File: src/rtl/assert_macros.svh
// Assertion helpers shared by the RTL.
`ifndef ASSERT_MACROS_SVH
`define ASSERT_MACROS_SVH

// Same-cycle implication, sampled on clk_i, off while rst_ni is low.
`define ASSERT_IMPL(label, ante, cons) \
  label: assert property (@(posedge clk_i) disable iff (!rst_ni) (ante) |-> (cons)) \
    else $error("assertion failed");

// Next-cycle implication, sampled on clk_i, off while rst_ni is low.
`define ASSERT_NEXT(label, ante, cons) \
  label: assert property (@(posedge clk_i) disable iff (!rst_ni) (ante) |=> (cons)) \
    else $error("assertion failed");

`endif

File: src/rtl/pprr_pkg.sv
`timescale 1ns / 1ps

package pprr_pkg;

  // input function codes
  localparam logic FUNC_ARRIVAL = 1'b0;
  localparam logic FUNC_TICK    = 1'b1;

  // dispatch codes
  localparam logic [1:0] DISP_NONE   = 2'd0;
  localparam logic [1:0] DISP_FIRST  = 2'd1;
  localparam logic [1:0] DISP_RESUME = 2'd2;

  // status codes
  localparam logic [1:0] ST_OK   = 2'd0;
  localparam logic [1:0] ST_FULL = 2'd1;
  localparam logic [1:0] ST_ZERO = 2'd2;

  localparam logic [3:0] SLICE_RESET = 4'd3;

  typedef enum logic [1:0] {
    OP_HOLD,
    OP_INSERT,
    OP_POP
  } q_op_e;

  typedef struct packed {
    logic [7:0]  id;
    logic [3:0]  prio;
    logic [15:0] burst;
    logic        started;
  } task_ent_t;

  typedef struct packed {
    q_op_e     op;
    task_ent_t ent;
  } q_cmd_t;

  typedef struct packed {
    logic        func;
    logic [7:0]  task_id;
    logic [3:0]  task_priority;
    logic [15:0] task_burst;
  } in_item_t;

  typedef struct packed {
    logic       running_valid;
    logic [7:0] running_task;
    logic [1:0] dispatch;
    logic       stopped_valid;
    logic [7:0] stopped_task;
    logic       finished_valid;
    logic [1:0] status;
    logic [4:0] queue_count;
  } out_item_t;

endpackage

File: src/rtl/pprr_cell.sv
`timescale 1ns / 1ps

module pprr_cell (
  input  logic               clk_i,
  input  pprr_pkg::q_cmd_t   cmd_i,
  input  logic               occ_i,
  input  logic               left_stay_i,
  input  pprr_pkg::task_ent_t left_ent_i,
  input  pprr_pkg::task_ent_t right_ent_i,
  output pprr_pkg::task_ent_t ent_o,
  output logic               stay_o
);
  import pprr_pkg::*;

  task_ent_t ent_q, ent_d;

  // entry keeps its place on insert if it is at least as urgent as the new one
  assign stay_o = occ_i && (ent_q.prio <= cmd_i.ent.prio);
  assign ent_o  = ent_q;

  always_comb begin
    ent_d = ent_q;
    unique case (cmd_i.op)
      OP_INSERT: begin
        if (stay_o) begin
          ent_d = ent_q;
        end else if (left_stay_i) begin
          ent_d = cmd_i.ent;
        end else begin
          ent_d = left_ent_i;
        end
      end
      OP_POP:  ent_d = right_ent_i;
      OP_HOLD: ent_d = ent_q;
      default: ent_d = ent_q;
    endcase
  end

  always_ff @(posedge clk_i) begin
    ent_q <= ent_d;
  end

endmodule

File: src/rtl/pprr_queue.sv
`timescale 1ns / 1ps

module pprr_queue #(
  parameter int Depth = 16,
  parameter int CntW  = 5
) (
  input  logic                clk_i,
  input  pprr_pkg::q_cmd_t    cmd_i,
  input  logic [CntW-1:0]     count_i,
  output pprr_pkg::task_ent_t head_o
);
  import pprr_pkg::*;

  task_ent_t ent  [Depth];
  logic      stay [Depth];

  for (genvar i = 0; i < Depth; i++) begin : g_cell
    logic      occ;
    logic      left_stay;
    task_ent_t left_ent;
    task_ent_t right_ent;

    assign occ = CntW'(i) < count_i;

    if (i == 0) begin : g_first
      assign left_stay = 1'b1;
      assign left_ent  = cmd_i.ent;
    end else begin : g_mid
      assign left_stay = stay[i-1];
      assign left_ent  = ent[i-1];
    end

    if (i == Depth - 1) begin : g_last
      assign right_ent = ent[i];
    end else begin : g_inner
      assign right_ent = ent[i+1];
    end

    pprr_cell u_cell (
      .clk_i       (clk_i),
      .cmd_i       (cmd_i),
      .occ_i       (occ),
      .left_stay_i (left_stay),
      .left_ent_i  (left_ent),
      .right_ent_i (right_ent),
      .ent_o       (ent[i]),
      .stay_o      (stay[i])
    );
  end

  assign head_o = ent[0];

endmodule

File: src/rtl/preemptive_priority_rr_scheduler_unit.sv
`timescale 1ns / 1ps
// Output: the result item is in the output register the cycle after the item is taken.
// Throughput: input is held while a result waits unread and while a displaced task is
//   re-inserted: the ready queue does one shift pass per cycle (pop, then re-insert).
// Reset: queue empty, CPU idle, slice counter and slice length 3, no result pending.
//   Queue cell contents are not cleared; only cells below the fill count are read.

module preemptive_priority_rr_scheduler_unit #(
  parameter int QUEUE_DEPTH = 16
) (
  input  logic               clk_i,
  input  logic               rst_ni,
  input  logic               in_valid_i,
  output logic               in_ready_o,
  input  pprr_pkg::in_item_t  in_item_i,
  output logic               out_valid_o,
  input  logic               out_ready_i,
  output pprr_pkg::out_item_t out_item_o,
  input  logic               cfg_we_i,
  input  logic [3:0]         cfg_data_i
);
  import pprr_pkg::*;

  `include "assert_macros.svh"

  localparam int CNT_W = $clog2(QUEUE_DEPTH + 1);

  typedef enum logic {
    S_IDLE,
    S_REINS
  } state_e;

  state_e           state_q, state_d;
  logic [CNT_W-1:0] cnt_q, cnt_d;      // ready queue fill count
  logic             cur_v_q, cur_v_d;  // CPU busy
  task_ent_t        cur_q, cur_d;      // running task
  task_ent_t        reins_q, reins_d;  // displaced task waiting for re-insert
  logic [3:0]       slice_q, slice_d;
  logic [3:0]       slice_len_q;
  logic             out_v_q, out_v_d;
  out_item_t        out_q, out_d;

  q_cmd_t           cmd;
  task_ent_t        head;

  // tick decode
  logic             take, stop, run_v, fin;
  task_ent_t        run_ent;
  logic [15:0]      burst_n;
  logic [3:0]       slice_base;
  logic [CNT_W-1:0] cnt_fin;
  logic             full;
  logic             acc;

  assign acc        = in_valid_i && in_ready_o;
  assign in_ready_o = (state_q == S_IDLE) && (!out_v_q || out_ready_i);
  assign full       = (cnt_q == CNT_W'(QUEUE_DEPTH));

  pprr_queue #(
    .Depth (QUEUE_DEPTH),
    .CntW  (CNT_W)
  ) u_queue (
    .clk_i   (clk_i),
    .cmd_i   (cmd),
    .count_i (cnt_q),
    .head_o  (head)
  );

  // head may take the CPU: idle, more urgent, or equal once the slice is spent
  always_comb begin
    take = 1'b0;
    if (cnt_q != '0) begin
      if (!cur_v_q) begin
        take = 1'b1;
      end else if (head.prio < cur_q.prio) begin
        take = 1'b1;
      end else if ((head.prio == cur_q.prio) && (slice_q == 4'd0)) begin
        take = 1'b1;
      end
    end
    stop       = take && cur_v_q;
    run_ent    = take ? head : cur_q;
    run_v      = take || cur_v_q;
    burst_n    = run_ent.burst - {15'd0, (run_ent.burst != 16'd0)};
    fin        = run_v && (burst_n == 16'd0);
    slice_base = take ? slice_len_q : slice_q;
  end

  always_comb begin
    state_d = state_q;
    cnt_d   = cnt_q;
    cur_v_d = cur_v_q;
    cur_d   = cur_q;
    reins_d = reins_q;
    slice_d = slice_q;
    out_v_d = out_v_q && !out_ready_i;
    out_d   = out_q;
    cnt_fin = cnt_q;
    cmd.op  = OP_HOLD;
    cmd.ent = reins_q;

    unique case (state_q)
      S_REINS: begin
        // second pass: displaced task goes back after its equal-priority peers
        cmd.op  = OP_INSERT;
        cmd.ent = reins_q;
        cnt_d   = cnt_q + CNT_W'(1);
        state_d = S_IDLE;
      end
      S_IDLE: begin
        if (acc) begin
          out_v_d = 1'b1;
          out_d   = '0;
          if (in_item_i.func == FUNC_ARRIVAL) begin
            cmd.ent.id      = in_item_i.task_id;
            cmd.ent.prio    = in_item_i.task_priority;
            cmd.ent.burst   = in_item_i.task_burst;
            cmd.ent.started = 1'b0;
            if (in_item_i.task_burst == 16'd0) begin
              out_d.status = ST_ZERO;
            end else if (full) begin
              out_d.status = ST_FULL;
            end else begin
              cmd.op = OP_INSERT;
              cnt_d  = cnt_q + CNT_W'(1);
            end
            cnt_fin = cnt_d;
          end else begin
            if (take) begin
              cmd.op = OP_POP;
              cnt_d  = cnt_q - CNT_W'(1);
              out_d.dispatch = head.started ? DISP_RESUME : DISP_FIRST;
            end
            if (stop) begin
              reins_d = cur_q;
              state_d = S_REINS;
              out_d.stopped_valid = 1'b1;
              out_d.stopped_task  = cur_q.id;
              cnt_fin = cnt_q;  // pop and re-insert cancel out
            end else begin
              cnt_fin = cnt_d;
            end
            out_d.running_valid  = run_v;
            out_d.running_task   = run_v ? run_ent.id : 8'd0;
            out_d.finished_valid = fin;
            cur_d         = run_ent;
            cur_d.burst   = burst_n;
            cur_d.started = 1'b1;
            cur_v_d       = run_v && !fin;
            slice_d       = slice_base - {3'd0, (slice_base != 4'd0)};
          end
          out_d.queue_count = 5'(cnt_fin);
        end
      end
      default: state_d = S_IDLE;
    endcase
  end

  always_ff @(posedge clk_i or negedge rst_ni) begin
    if (!rst_ni) begin
      state_q     <= S_IDLE;
      cnt_q       <= '0;
      cur_v_q     <= 1'b0;
      slice_q     <= SLICE_RESET;
      slice_len_q <= SLICE_RESET;
      out_v_q     <= 1'b0;
    end else begin
      state_q <= state_d;
      cnt_q   <= cnt_d;
      cur_v_q <= cur_v_d;
      slice_q <= slice_d;
      out_v_q <= out_v_d;
      if (cfg_we_i) begin
        slice_len_q <= cfg_data_i;
      end
    end
  end

  always_ff @(posedge clk_i) begin
    cur_q   <= cur_d;
    reins_q <= reins_d;
    out_q   <= out_d;
  end

  assign out_valid_o = out_v_q;
  assign out_item_o  = out_q;

  `ASSERT_IMPL(a_cnt_max, 1'b1, cnt_q <= CNT_W'(QUEUE_DEPTH))
  `ASSERT_NEXT(a_reins_once, state_q == S_REINS, state_q == S_IDLE)
  `ASSERT_IMPL(a_reins_blocks, state_q == S_REINS, !in_ready_o)
  `ASSERT_IMPL(a_fin_runs, out_v_q && out_q.finished_valid, out_q.running_valid)
  `ASSERT_NEXT(a_stop_reins, acc && (in_item_i.func == FUNC_TICK) && stop,
               state_q == S_REINS)

endmodule
File: config.mk
export PLATFORM = sky130hd
export DESIGN_NAME = preemptive_priority_rr_scheduler_unit
export DESIGN_NICKNAME = d
export VERILOG_FILES = /design/src/rtl/pprr_pkg.sv /design/src/rtl/pprr_cell.sv /design/src/rtl/pprr_queue.sv /design/src/rtl/preemptive_priority_rr_scheduler_unit.sv
export VERILOG_INCLUDE_DIRS = /design/src /design/src/rtl
export SDC_FILE = /design/constraint.sdc
export NUM_CORES = 1
export LEC_CHECK = 0
export BUFFER_PORTS_ARGS = -buffer_cell sky130_fd_sc_hd__buf_2
export CORE_AREA = 3 3 452 230
export CTS_BUF_LIST = sky130_fd_sc_hd__clkbuf_2
export CTS_CLUSTER_SIZE = 16
export DETAILED_ROUTE_END_ITERATION = 10
export DIE_AREA = 0 0 455 233
export PLACE_DENSITY = 0.43
export SYNTH_ARGS = -nofsm -noshare
export SYNTH_HDL_FRONTEND = slang
export SYNTH_SLANG_ARGS = --single-unit
File: constraint.sdc
create_clock -name clk_i -period 5.52 [get_ports clk_i]
set_input_delay 0.552 -clock clk_i [delete_from_list [all_inputs] [get_ports clk_i]]
set_output_delay 0.552 -clock clk_i [all_outputs]
set_load 0.01 [all_outputs]
# After elaboration in Yosys (flattened, before gate mapping)
# Cells that the tools add are included.
dict set report totals {
  register_bits 564
  word_cells 279
}
dict set report classes {
  addsub 4
  order_cmp 33
  n_eq_ne 20
  n_mux 76
  n_bitwise 2
  reduce_logical 59
}
# cell count
set ops {}
lappend ops {{29-bit two-way mux} 32}
lappend ops {{29-bit one-hot mux with 2 select lines} 15}
lappend ops {{4-bit less-or-equal comparator} 16}
lappend ops {{31-bit one-hot mux with 2 select lines} 1}
lappend ops {{4-bit by 5-bit < comparator with 1-bit output, first input constant} 8}
lappend ops {{2-bit AND reduction} 20}
lappend ops {{5-bit two-way mux} 7}
lappend ops {{16-bit zero test} 2}
lappend ops {{2-bit inequality test, second input constant} 16}
lappend ops {{31-bit two-way mux} 1}
lappend ops {{1-bit logical AND} 23}
lappend ops {{3-bit by 5-bit < comparator with 1-bit output, first input constant} 4}
lappend ops {{16-bit nonzero test} 1}
lappend ops {{16-bit by 1-bit subtractor with 16-bit output} 1}
lappend ops {{1-bit two-way mux} 12}
lappend ops {{1-bit by 5-bit < comparator with 1-bit output, first input constant} 2}
lappend ops {{2-bit by 5-bit < comparator with 1-bit output, first input constant} 2}
lappend ops {{5-bit one-hot mux with 2 select lines} 1}
lappend ops {{9-bit two-way mux} 1}
lappend ops {{2-bit two-way mux} 4}
lappend ops {{4-bit AND reduction} 2}
lappend ops {{5-bit by 1-bit adder with 5-bit output, second input constant} 1}
lappend ops {{5-bit equality test, second input constant} 1}
lappend ops {{5-bit nonzero test} 1}
lappend ops {{other kinds (16)} 20}

# Depth between registers and ports, before layout
# Gate-level depths: netlist of the first run.
dict set report logic_depth {
  depth_word 15
  depth_mapped 19
  mapped_depth_nobuf 18
}

# Modules after synthesis
# A second synthesis of the first run with hierarchy kept.
dict set report unflattened {
  hier_cells 2819
  area_unflattened_um2 31726.7
}
# module instances cells_per_inst area_each_um2 seq_area_each_um2
set by_module_without_submodules {}
lappend by_module_without_submodules {pprr_cell 16 145 1637.8 870.8}
lappend by_module_without_submodules {preemptive_priority_rr_scheduler_unit 1 471 5360.1 2927.8}
lappend by_module_without_submodules {pprr_queue 1 28 161.4 0.0}

# Worst setup path before layout of the first run
# No wires, ideal clock.
dict set report synth_path {
  kind {in2reg}
  start {in in_valid_i}
  end {reg u_queue.g_cell[14].u_cell.ent_q (netlist bit u_queue.g_cell[14].u_cell.ent_o[0]), enable pin}
  setup_ns 0.455
  arrival_time_ns 5.632
  required_ns 5.065
  path_slack_ns -0.568
  stages 17
  n_path_buf 2
  path_cell_list {nand2b_1 -> nand2b_1 -> inv_2 -> nand2_1 -> clkbuf_1 -> nand2_1 -> nand2_1 -> inv_1 -> ha_1 -> nor2b_1 -> o21ai_0 -> nand2b_1 -> a21oi_1 -> o21ai_1 -> clkbuf_1 -> inv_1 -> o21ai_0}
}
dict set report synth_between {
  elab_chain_cells 7
  elab_cells_between_ends 10
  cone_classes {1 x order compare; 3 x eq/ne; 2 x mux; 4 x reduce/logical}
}
# element line
set synth_lines {}
lappend synth_lines {{start, declared} preemptive_priority_rr_scheduler_unit.sv:13} ;# input logic in_valid_i,
lappend synth_lines {{1-bit logical AND (*)} preemptive_priority_rr_scheduler_unit.sv:55} ;# assign acc = in_valid_i && in_ready_o;
lappend synth_lines {{31-bit two-way mux (*)} preemptive_priority_rr_scheduler_unit.sv:111} ;# if (acc) begin
lappend synth_lines {{31-bit one-hot mux with 2 select lines (*)} preemptive_priority_rr_scheduler_unit.sv:102} ;# unique case (state_q)
lappend synth_lines {{4-bit less-or-equal comparator} pprr_cell.sv:18} ;# assign stay_o = occ_i && (ent_q.prio <= cmd_i.ent.prio);
lappend synth_lines {{1-bit logical AND} pprr_cell.sv:18}
lappend synth_lines {{2-bit inequality test (no source line)} n/a}
lappend synth_lines {{2-bit AND reduction (no source line) (*)} n/a}
lappend synth_lines {{end signal, assigned} pprr_cell.sv:40} ;# ent_q <= ent_d;
lappend synth_lines {{end, declared} pprr_cell.sv:15} ;# task_ent_t ent_q, ent_d;
# Mark *: on every way between the ends. The rest lies on a longest branch, timed or not.
# A chain may end at the register's enable or synchronous reset.

# Worst setup path in the final report of the first run
dict set report layout_path {
  start {reg u_queue.g_cell[0].u_cell.ent_q (netlist bit u_queue.g_cell[0].u_cell.ent_o[5])}
  end {reg out_q (netlist bit out_item_o[7]), data pin}
}
dict set report layout_between {
  elab_chain_cells 5
}
# element line
set layout_lines {}
lappend layout_lines {{start, declared} pprr_cell.sv:15}
lappend layout_lines {{start signal, assigned} pprr_cell.sv:40}
lappend layout_lines {{29-bit two-way mux (*)} preemptive_priority_rr_scheduler_unit.sv:82} ;# run_ent = take ? head : cur_q;
lappend layout_lines {{16-bit nonzero test} preemptive_priority_rr_scheduler_unit.sv:84} ;# burst_n = run_ent.burst - {15'd0, (run_ent.burst != 16'd0)};
lappend layout_lines {{16-bit by 1-bit subtractor with 16-bit output (*)} preemptive_priority_rr_scheduler_unit.sv:84}
lappend layout_lines {{16-bit zero test (*)} preemptive_priority_rr_scheduler_unit.sv:85} ;# fin = run_v && (burst_n == 16'd0);
lappend layout_lines {{1-bit logical AND (*)} preemptive_priority_rr_scheduler_unit.sv:85}
lappend layout_lines {{end signal, assigned} preemptive_priority_rr_scheduler_unit.sv:182} ;# out_q <= out_d;
lappend layout_lines {{end, declared} preemptive_priority_rr_scheduler_unit.sv:41} ;# out_item_t out_q, out_d;
# Marked as above.

==> reports/results.ini, run 1 <==
[drt]
via_per_inst = 4.84
dr_total_vias = 21000
first_pass_iters = 6
drt-wirelength-per-cell_um = 20.0
drc = 0
initialDrtViolationCount = 1751
routed_wirelength_mm = 86.7
ant_nets = 0

[yosys]
post-synth-top-area-cell = edfxtp_1
synth_common_cells = nand2_1 (549), edfxtp_1 (548), mux2i_1 (417), o21ai_0 (412), clkbuf_1 (132)
synth.avg_cell_area_sq_um = 11.0
syn-cell-area_sq_um = 30000
ys_warn_count = 0
ys_seq_elements = 564
synth_nets = 2845
synth.area.top_cells = edfxtp_1 (55%), mux2i_1 (14%), o21ai_0 (6.9%)
syn_inst = 2730
yosysSeqAreaShare_pct = 56.2
synthArstFlopShare_pct = 2.84
synth_most_common_cell = nand2_1
synth_edf_count = 548
synth-main-ff-cell = edfxtp_1
synth_top_area_share_pct = 54.9
yosysUniqueCellTypes = 57

[global_route]
grt_pass1_wl_mm = 133
grt.busiest_layer = met1
grt_pass1_vias = 20800
grt_usage_pct = 16.3
overflow = 0
use_met2_pct = 20.8
globalRouteMet3Util_pct = 3.30
antenna_found_initial = 3
grt_max_degree = 118
met1_usage_pct = 26.4

[setup_path]
required_ns = 6.79
cp.arrival_ns = 6.08
crit_type = flop to flop
critPathMaxFanout = 10
critPathLaunchType = flop
critPathCaptureType = flop

[floorplan]
io_pins = 68
core_area_sq_um = 100000
die_area_sq_um = 106000
num_rows = 82
initial_core_util_pct = 30.0
die_x_um = 455
die_h_um = 233

[clock_network]
path_clk_slew_ns = 0.12
clock_path_buffers = 3
cts_buffers = 151
cts_setup_buffers = 0
ctsHtreeMaxLevel = 4
cts_tree = yes
numClockSinks = 564
cts_root_buf = clkbuf_2
insertion_delay_ns = 1.41

[placement]
place_congestion = 0.814
dp.cells = 4023
port_buffers = 67
placed_cell_area_sq_um = 32200
post-place-ws_ns = 0.711
dpl.hpwl_mm = 59.9

[power]
combPwrFrac_pct = 37.0
p_per_area_nw_per_um2 = 467
clockPowerShare_pct = 18.5
finalPower_mw = 15.9
ir_worst_vdd_mv = 0.208
p_seq_share_pct = 44.4
p_sw_mw = 6.06
p_int_mw = 9.84
p_leak_nw = 12.7
swShare_pct = 38.1

[cells_and_area]
area_growth_pct = 13.4
fin_nets = 2999
drive_above_1_share_pct = 15.5
fin_area_sq_um = 34000
utilization_pct = 34.0
layout.cells.non_filler = 4338

[timing]
fin_setup_tns_ns = 0
finalSetupViolCount = 0
skew_ns = 0.0615
setup_ws_ns = 0.714
post-route-min-period_ns = 4.81
tightest_slew_ns = 1.00
hold_ws_ns = 0.290
drv_slew = 0
relSlewSlack_pct = 33.1
hold_viol_final = 0
rsz0062_at_grt = false
clock.fmax_ghz = 0.208
min_period_over_period_pct = 87.1

[job]
max-cap-violations = 0

[status]
outcome = finished clean

[hold_path]
min_path_type = input pin to flop

==> area by class of cell <==
class	instances	area [sq um]
clock inverters	25	96.3
flip-flops and latches	564	16900
repair buffers	199	1560
diodes	7	17.5
multi-input cells	1916	12400
clock buffers	231	1160
inverters	52	203
well taps	1344	1680
fillers	10200	66000
==> sequential cells by signal, summed over array words and instances (netlist names), 4 cells and up <==
name,count
cnt_q,5
cur_q,28
out_item_o,28
reins_q,28
slice_len_q,4
slice_q,4
u_queue.g_cell.u_cell.ent_o,464
==> cell families (layout without fill, tap and decap cells) <==
group | count (synthesis) | count (layout) | share of synthesized area [%]
adders and majority gates | 77 | 77 | 3.21
AOI/OAI and AO/OA | 559 | 559 | 9.99
and+or+nand+nor | 804 | 804 | 11.3
DFF | 564 | 564 | 56.2
xor gates and xnor gates | 29 | 29 | 0.847
buffers and inverters | 250 | 507 | 3.33
other | 0 | 7 | 0
muxes | 447 | 447 | 15.0
==> path summary, 6_finish.rpt <==
kind,from,endpoint,slack [ns],depth (start not counted)
max in group asynchronous,rst_ni,slice_q[3],4.64,3
min in group asynchronous,rst_ni,cnt_q[3],0.32,3
max reg2reg,u_queue.g_cell[0].u_cell.ent_o[5],out_item_o[7],0.71,14
max,u_queue.g_cell[0].u_cell.ent_o[5],out_item_o[7],0.71,14
min reg2reg,cur_q[18],reins_q[18],0.46,0
min,in_item_i[28],out_item_o[6],0.29,4
==> power groups by stage <==
stage               Sequential [mW]  Clock, mW  Combinational, mW
floorplan                      6.87          0               4.22
global placement               7.11          0               5.81
detailed placement             7.15          0               5.87
CTS                            7.05       3.12               5.94
global route                   7.18       3.36               6.52
finish                         7.06       2.95               5.89
==> what timing repair did <==
| item | 4_1_cts | 5_1_grt |
|---|---|---|
| hold endpoints to repair | 219 | 0 |
| hold buffers | 52 | 0 |
| gates resized for setup | 0 | 0 |
==> cell usage in the layout, fill, tap and decap left out, drive strengths merged, types with 3 or more instances in the layout <==
cell type,Yosys,routed
a2111oi,4,4
a211oi,3,3
a21o,6,6
a21oi,28,28
a31oi,8,8
and2,21,21
and3,3,3
and4,8,8
buf,66,147
clkbuf,132,231
clkinv,0,23
dfrtp,12,12
dfstp,4,4
diode,0,7
dlygate4sd3,0,52
edfxtp,548,548
ha,77,77
inv,52,54
mux2,30,30
mux2i,417,417
nand2,550,550
nand2b,14,14
nand3,7,7
nand3b,3,3
nand4,17,17
nor2,111,111
nor2b,23,23
nor3,15,15
nor3b,4,4
nor4,11,11
o211ai,4,4
o21a,18,18
o21ai,467,467
o22ai,3,3
o31ai,4,4
or3,6,6
or4,7,7
xnor2,15,15
xor2,14,14
==> per-layer routing <==
metal	routed length [um]	share of wire (%)
met1	48000	55
met5	13	0.015
met3	4510	5.2
met2	32500	37
met4	1680	1.9
==> worst max-delay path: stages (launching register included) <==
cell and delay, ns:
edfxtp_1 0.48, or4_1 0.68, or3_1 0.36, or4_1 0.41, o21ai_0 0.21, nand3_1 0.11, ha_1 0.26, ha_1 0.34
nor2b_1 0.21, or3_1 0.35, a21o_2 0.20, a2111oi_2 0.34, nand2_1 0.14, a2111oi_4 0.40, and3_1 0.20
Note: power is estimated with default switching activity, not from simulation.
==> run 2, diff against run 1 <==
--- a/config.mk
+++ b/config.mk
@@ -7,12 +7,14 @@
 export NUM_CORES = 1
 export LEC_CHECK = 0
 export BUFFER_PORTS_ARGS = -buffer_cell sky130_fd_sc_hd__buf_2
+export CELL_PAD_IN_SITES_DETAIL_PLACEMENT = 1
+export CELL_PAD_IN_SITES_GLOBAL_PLACEMENT = 1
 export CORE_AREA = 3 3 452 230
 export CTS_BUF_LIST = sky130_fd_sc_hd__clkbuf_2
 export CTS_CLUSTER_SIZE = 16
 export DETAILED_ROUTE_END_ITERATION = 10
 export DIE_AREA = 0 0 455 233
-export PLACE_DENSITY = 0.43
+export PLACE_DENSITY = 0.5
 export SYNTH_ARGS = -nofsm -noshare
 export SYNTH_HDL_FRONTEND = slang
 export SYNTH_SLANG_ARGS = --single-unit
==> run 2 against run 1 <==
  * Routed wire length is 5.1% higher
  * Fmax fell by 2.7%
  * Global-route usage increased by 0.84 points
  * Final cell count fell by 0.32%
  * First-iteration DRC count shrank 11%
  * Largest cell class unchanged
  * Via count decreased by 0.28%
  * Hold slack worse by 0.062 ns
  * Setup slack lost 0.13 ns
==> reports/results.ini, run 2 (synthesis gave the netlist of run 1 again) <==
[power]
p_int_mw = 9.87
combPwrFrac_pct = 37.2
p_leak_nw = 12.7
finalPower_mw = 16.0
p_sw_mw = 6.16
clockPowerShare_pct = 18.7
p_per_area_nw_per_um2 = 472
ir_worst_vdd_mv = 0.218
p_seq_share_pct = 44.1
swShare_pct = 38.4

[drt]
routed_wirelength_mm = 91.1
initialDrtViolationCount = 1553
dr_total_vias = 21000
first_pass_iters = 7
ant_nets = 0
drt-wirelength-per-cell_um = 21.1
via_per_inst = 4.85
drc = 0

[timing]
drv_slew = 0
post-route-min-period_ns = 4.94
min_period_over_period_pct = 89.5
rsz0062_at_grt = false
clock.fmax_ghz = 0.203
relSlewSlack_pct = 32.2
hold_viol_final = 0
skew_ns = 0.0944
fin_setup_tns_ns = 0
setup_ws_ns = 0.582
finalSetupViolCount = 0
tightest_slew_ns = 1.02

[placement]
port_buffers = 67
place_congestion = 0.799
dp.cells = 4021
post-place-ws_ns = 0.553
dpl.hpwl_mm = 63.3

[clock_network]
cts_resized = 0
clock_path_buffers = 3
numClockSinks = 564
insertion_delay_ns = 1.39
cts_buffers = 149
cts_hold_buf = 46
cts_tree = yes
cts_root_buf = clkbuf_2
path_clk_slew_ns = 0.14
ctsHtreeMaxLevel = 4
cts_setup_buffers = 0

[global_route]
antenna_found_initial = 1
grt_max_degree = 104
grt_usage_pct = 17.2
overflow = 0
grt_pass1_wl_mm = 140
grt_pass1_vias = 21800

[setup_path]
cp.arrival_ns = 6.21
required_ns = 6.79
crit_type = flop to flop
crit_chain = or4_1, or3_1, or4_1, o21ai_0, nand3_1, ha_1, ha_1, nor2b_1, or3_1, a21o_2, a2111oi_2, nand2_1, a2111oi_4, and3_1
cp_slowest_stage_delay_ns = 0.62
path_buf_inv = 0
crit_slowest_cell = or4_1
cp_top_family = simple AND/OR/NAND/NOR gates
critPathMaxFanout = 10
critPathLaunchType = flop
critPathCaptureType = flop

[cells_and_area]
final_cell_mix = edfxtp_1 (548), nand2_1 (547), mux2i_1 (417), o21ai_0 (397), clkbuf_2 (218)
drive_above_1_share_pct = 15.3
layout.cells.non_filler = 4324
fin_nets = 2989
area_growth_pct = 13.3
utilization_pct = 34.0
largest_reg_flops = 464
layout_commonest_cell = edfxtp_1

[job]
max-cap-violations = 0

[floorplan]
initial_core_util_pct = 30.0
core_area_sq_um = 100000
die_x_um = 455
num_rows = 82
die_area_sq_um = 106000
io_pins = 68
die_h_um = 233

[hold_path]
min_path_type = input pin to flop

[status]
outcome = finished clean

-- run 2: power by group through the flow --
stage	combinational [mW]	sequential (mW)	clock (mW)
floorplan	4.22	6.87	0
global placement	5.86	7.11	0
detailed placement	5.96	7.17	0
CTS	6.03	7.07	3.19
global route	6.61	7.19	3.38
finish	5.96	7.08	3.00
-- run 2: worst min-delay path: stages --
cell and delay [ns]:
buf_2 0.08, nand2_1 0.06, nand2_1 0.58, nor2_1 0.08, nor2_1 0.12
-- run 2: path summary, 6_finish.rpt --
| check | startpoint | to | slack, ns | depth (start not counted) |
|---|---|---|---|---|
| worst max register to register | u_queue.g_cell[0].u_cell.ent_o[8] | out_item_o[7] | 0.58 | 14 |
| max in group asynchronous | rst_ni | cnt_q[2] | 4.43 | 3 |
| worst min register to register | cur_q[17] | reins_q[17] | 0.46 | 0 |
| worst max-delay path | u_queue.g_cell[0].u_cell.ent_o[8] | out_item_o[7] | 0.58 | 14 |
| min in group asynchronous | rst_ni | cur_v_q | 0.44 | 3 |
| worst min-delay path | in_item_i[20] | u_queue.g_cell[0].u_cell.ent_o[21] | 0.23 | 5 |
-- run 2: area by class of cell --
class / count / area (sq um)
fill: 11100 / 66100
sequential: 564 / 16900
multi-input combinational: 1916 / 12500
tap: 1344 / 1680
timing repair buffer: 191 / 1480
clock buffer: 218 / 1090
inverter: 52 / 203
clock inverter: 34 / 185
antenna: 5 / 12.5
-- run 2: per-stage QoR --
step	hold WS [ns]	area (sq um)
final	0.229	34000
after floorplan	0.256	30000
after global placement	0.436	32200
after detailed placement	0.444	32200
after CTS	0.00183	34000
after global routing	0.203	34000
-- run 2: metal layers --
metal / part of all wire (%) / track usage (%)
met3: 3.9 / 2.98
met2: 38 / 22.4
met4: 1.9 / 5.73
met5: 0 / 0
met1: 56 / 27.7
==> run 3, diff against run 2 <==
--- a/config.mk
+++ b/config.mk
@@ -9,12 +9,13 @@
 export BUFFER_PORTS_ARGS = -buffer_cell sky130_fd_sc_hd__buf_2
 export CELL_PAD_IN_SITES_DETAIL_PLACEMENT = 1
 export CELL_PAD_IN_SITES_GLOBAL_PLACEMENT = 1
-export CORE_AREA = 3 3 452 230
+export CORE_AREA = 3 3 464 236
 export CTS_BUF_LIST = sky130_fd_sc_hd__clkbuf_2
 export CTS_CLUSTER_SIZE = 16
 export DETAILED_ROUTE_END_ITERATION = 10
-export DIE_AREA = 0 0 455 233
+export DIE_AREA = 0 0 467 239
 export PLACE_DENSITY = 0.5
 export SYNTH_ARGS = -nofsm -noshare
 export SYNTH_HDL_FRONTEND = slang
+export SYNTH_HIERARCHICAL = 1
 export SYNTH_SLANG_ARGS = --single-unit
==> run 3 against run 2 <==
  * Non-clock buffer count is the same
  * Fmax shrank 3.3%
  * Total power grew 20%
  * Cell area grew 4.7%
  * Sequential share of layout area shrank 2.2 points
  * Via count grew 9.4%
  * Synthesized cell count grew 3.2%
  * Hold slack gained 0.067 ns
  * Critical path type unchanged
  * Final cell count grew 4.7%
  * First-iteration DRC count shrank 34%
==> reports/results.ini, run 3 <==
[setup_path]
timing.rr.start = u_queue/g_cell[0].u_cell/ent_o[18]
reg2reg_slack_ns = 0.41
required_ns = 6.74
critPathLaunchType = flop
cp_slowest_stage_delay_ns = 0.48
crit_chain = ha_1, or4b_1, o21ai_2, a21o_1, nand2_1, mux2i_1, a21bo_1, or3_1, ha_1, nand2b_1, nor4_1, xor2_1, or4_1, a22oi_2, o2111ai_1, a2111oi_2, and3_1
critPathCaptureType = flop
cp.arrival_ns = 6.33
cpMostUsedCell = ha_1
worstSetupEndpoint = out_item_o[7]
rr_endpoint = out_item_o[7]
crit_type = flop to flop
setup.worst_path.start = u_queue/g_cell[0].u_cell/ent_o[18]
crit_slowest_cell = edfxtp_1
critPathMaxFanout = 12
rr_worst_depth = 17

[cells_and_area]
fill_cells = 11700
final_cell_mix = edfxtp_1 (548), nand2_1 (534), mux2i_1 (473), o21ai_0 (325), clkbuf_2 (240)
area_growth_pct = 12.1
utilization_pct = 33.8
drive_above_1_share_pct = 15.8
layout_commonest_cell = edfxtp_1
largest_reg_flops = 464
fin_nets = 3106

[floorplan]
die_h_um = 239
num_rows = 84
initial_core_util_pct = 30.1
io_pins = 68
core_area_sq_um = 105000
die_x_um = 467
die_area_sq_um = 112000

[global_route]
antenna_found_initial = 2
overflow = 0
grt_pass1_wl_mm = 148
grt_usage_pct = 17.0
grt_max_degree = 59
grt_pass1_vias = 25100

[clock_network]
cts_resized = 0
numClockSinks = 564
cts_root_buf = clkbuf_2
cts_hold_buf = 51
cts_setup_buffers = 0
ctsHtreeMaxLevel = 4
path_clk_slew_ns = 0.14
insertion_delay_ns = 1.37
cts_buffers = 149
clock_path_buffers = 3
cts_tree = yes

[yosys]
syn_inst = 2818
ys_warn_count = 6
syn-cell-area_sq_um = 31700
synth.avg_cell_area_sq_um = 11.3

[drt]
wl_met1_mm = 49.2
first_pass_iters = 7
drt-wirelength-per-cell_um = 20.9
top_layer = met4
ant_nets = 0
dr_total_vias = 22900
drc = 0
via_per_inst = 5.06
routed_wirelength_mm = 94.4
wl_met3_mm = 3.60
initialDrtViolationCount = 1022
met2WireLength_mm = 40.1

[power]
p_per_area_nw_per_um2 = 540
ir_worst_vdd_mv = 0.290
p_leak_nw = 12.5
finalPower_mw = 19.2

[timing]
setup_ws_ns = 0.412
finalSetupViolCount = 0
fin_setup_tns_ns = 0
post-route-min-period_ns = 5.11
drv_slew = 0
min_period_over_period_pct = 92.5
relSlewSlack_pct = 31.9
skew_ns = 0.0916
rsz0062_at_grt = false
clock.fmax_ghz = 0.196
tightest_slew_ns = 1.02
hold_viol_final = 0

[placement]
port_buffers = 67
place_congestion = 0.821
post-place-ws_ns = 0.453
dpl.hpwl_mm = 66.3

[status]
outcome = finished clean

[hold_path]
min_path_type = input pin to flop

[job]
max-cap-violations = 0

[run 3: metal layers]
layer	vias to the layer above	GRT usage [%]
met1	11700	24.8
met5	-	0
met4	0	4.96
li1	10800	-
met3	117	3.13
met2	310	25.4
[run 3: critical path, delay by kind of cell, from the launching register on]
kind,cells,cell delay (ns)
adder cells (fa/ha/maj),2,0.58
AO/OA/AOI/OAI,6,1.39
XOR/XNOR,1,0.17
AND/OR/NAND/NOR,7,2.05
flip-flops,1,0.48
multiplexers,1,0.31
[run 3: area by class of cell]
type | count | area (sq um) | area share [%]
antenna | 1 | 2.50 | 0.00704
clock buffer | 240 | 1200 | 3.38
clock inverter | 25 | 205 | 0.577
inverter | 96 | 360 | 1.01
multi-input combinational | 1991 | 13800 | 38.7
sequential | 564 | 16900 | 47.4
tap | 1419 | 1780 | 4.99
timing repair buffer | 191 | 1390 | 3.92
[run 3: how the worst min path moves through the flow]
stage	start	to	cells after the start
2_1_floorplan	rst_ni	cnt_q[0]	0
3_3_place_gp	cur_q[19]	reins_q[19]	0
3_5_place_dp	cur_q[19]	reins_q[19]	0
4_1_cts	in_item_i[28]	out_item_o[5]	3
5_1_grt	in_item_i[28]	out_item_o[18]	3
6_report	in_item_i[16]	u_queue/g_cell[0].u_cell/ent_o[17]	4
[run 3: stage by stage]
step / area, sq um / hold slack (ns) / std cells
final: 35600 / 0.295 / 4527
after global routing: 35600 / 0.152 / 4527
after CTS: 35600 / 0.000558 / 4526
after detailed placement: 33600 / 0.434 / 4210
after global placement: 33600 / 0.438 / 4210
after floorplan: 31800 / 0.256 / 2819
[run 3: report_power, final]
part	switching (mW)	internal [mW]	total [mW]
Combinational	4.84	3.12	7.96
Sequential	0.905	7.13	8.03
Clock	1.91	1.32	3.22
Total	7.65	11.6	19.2
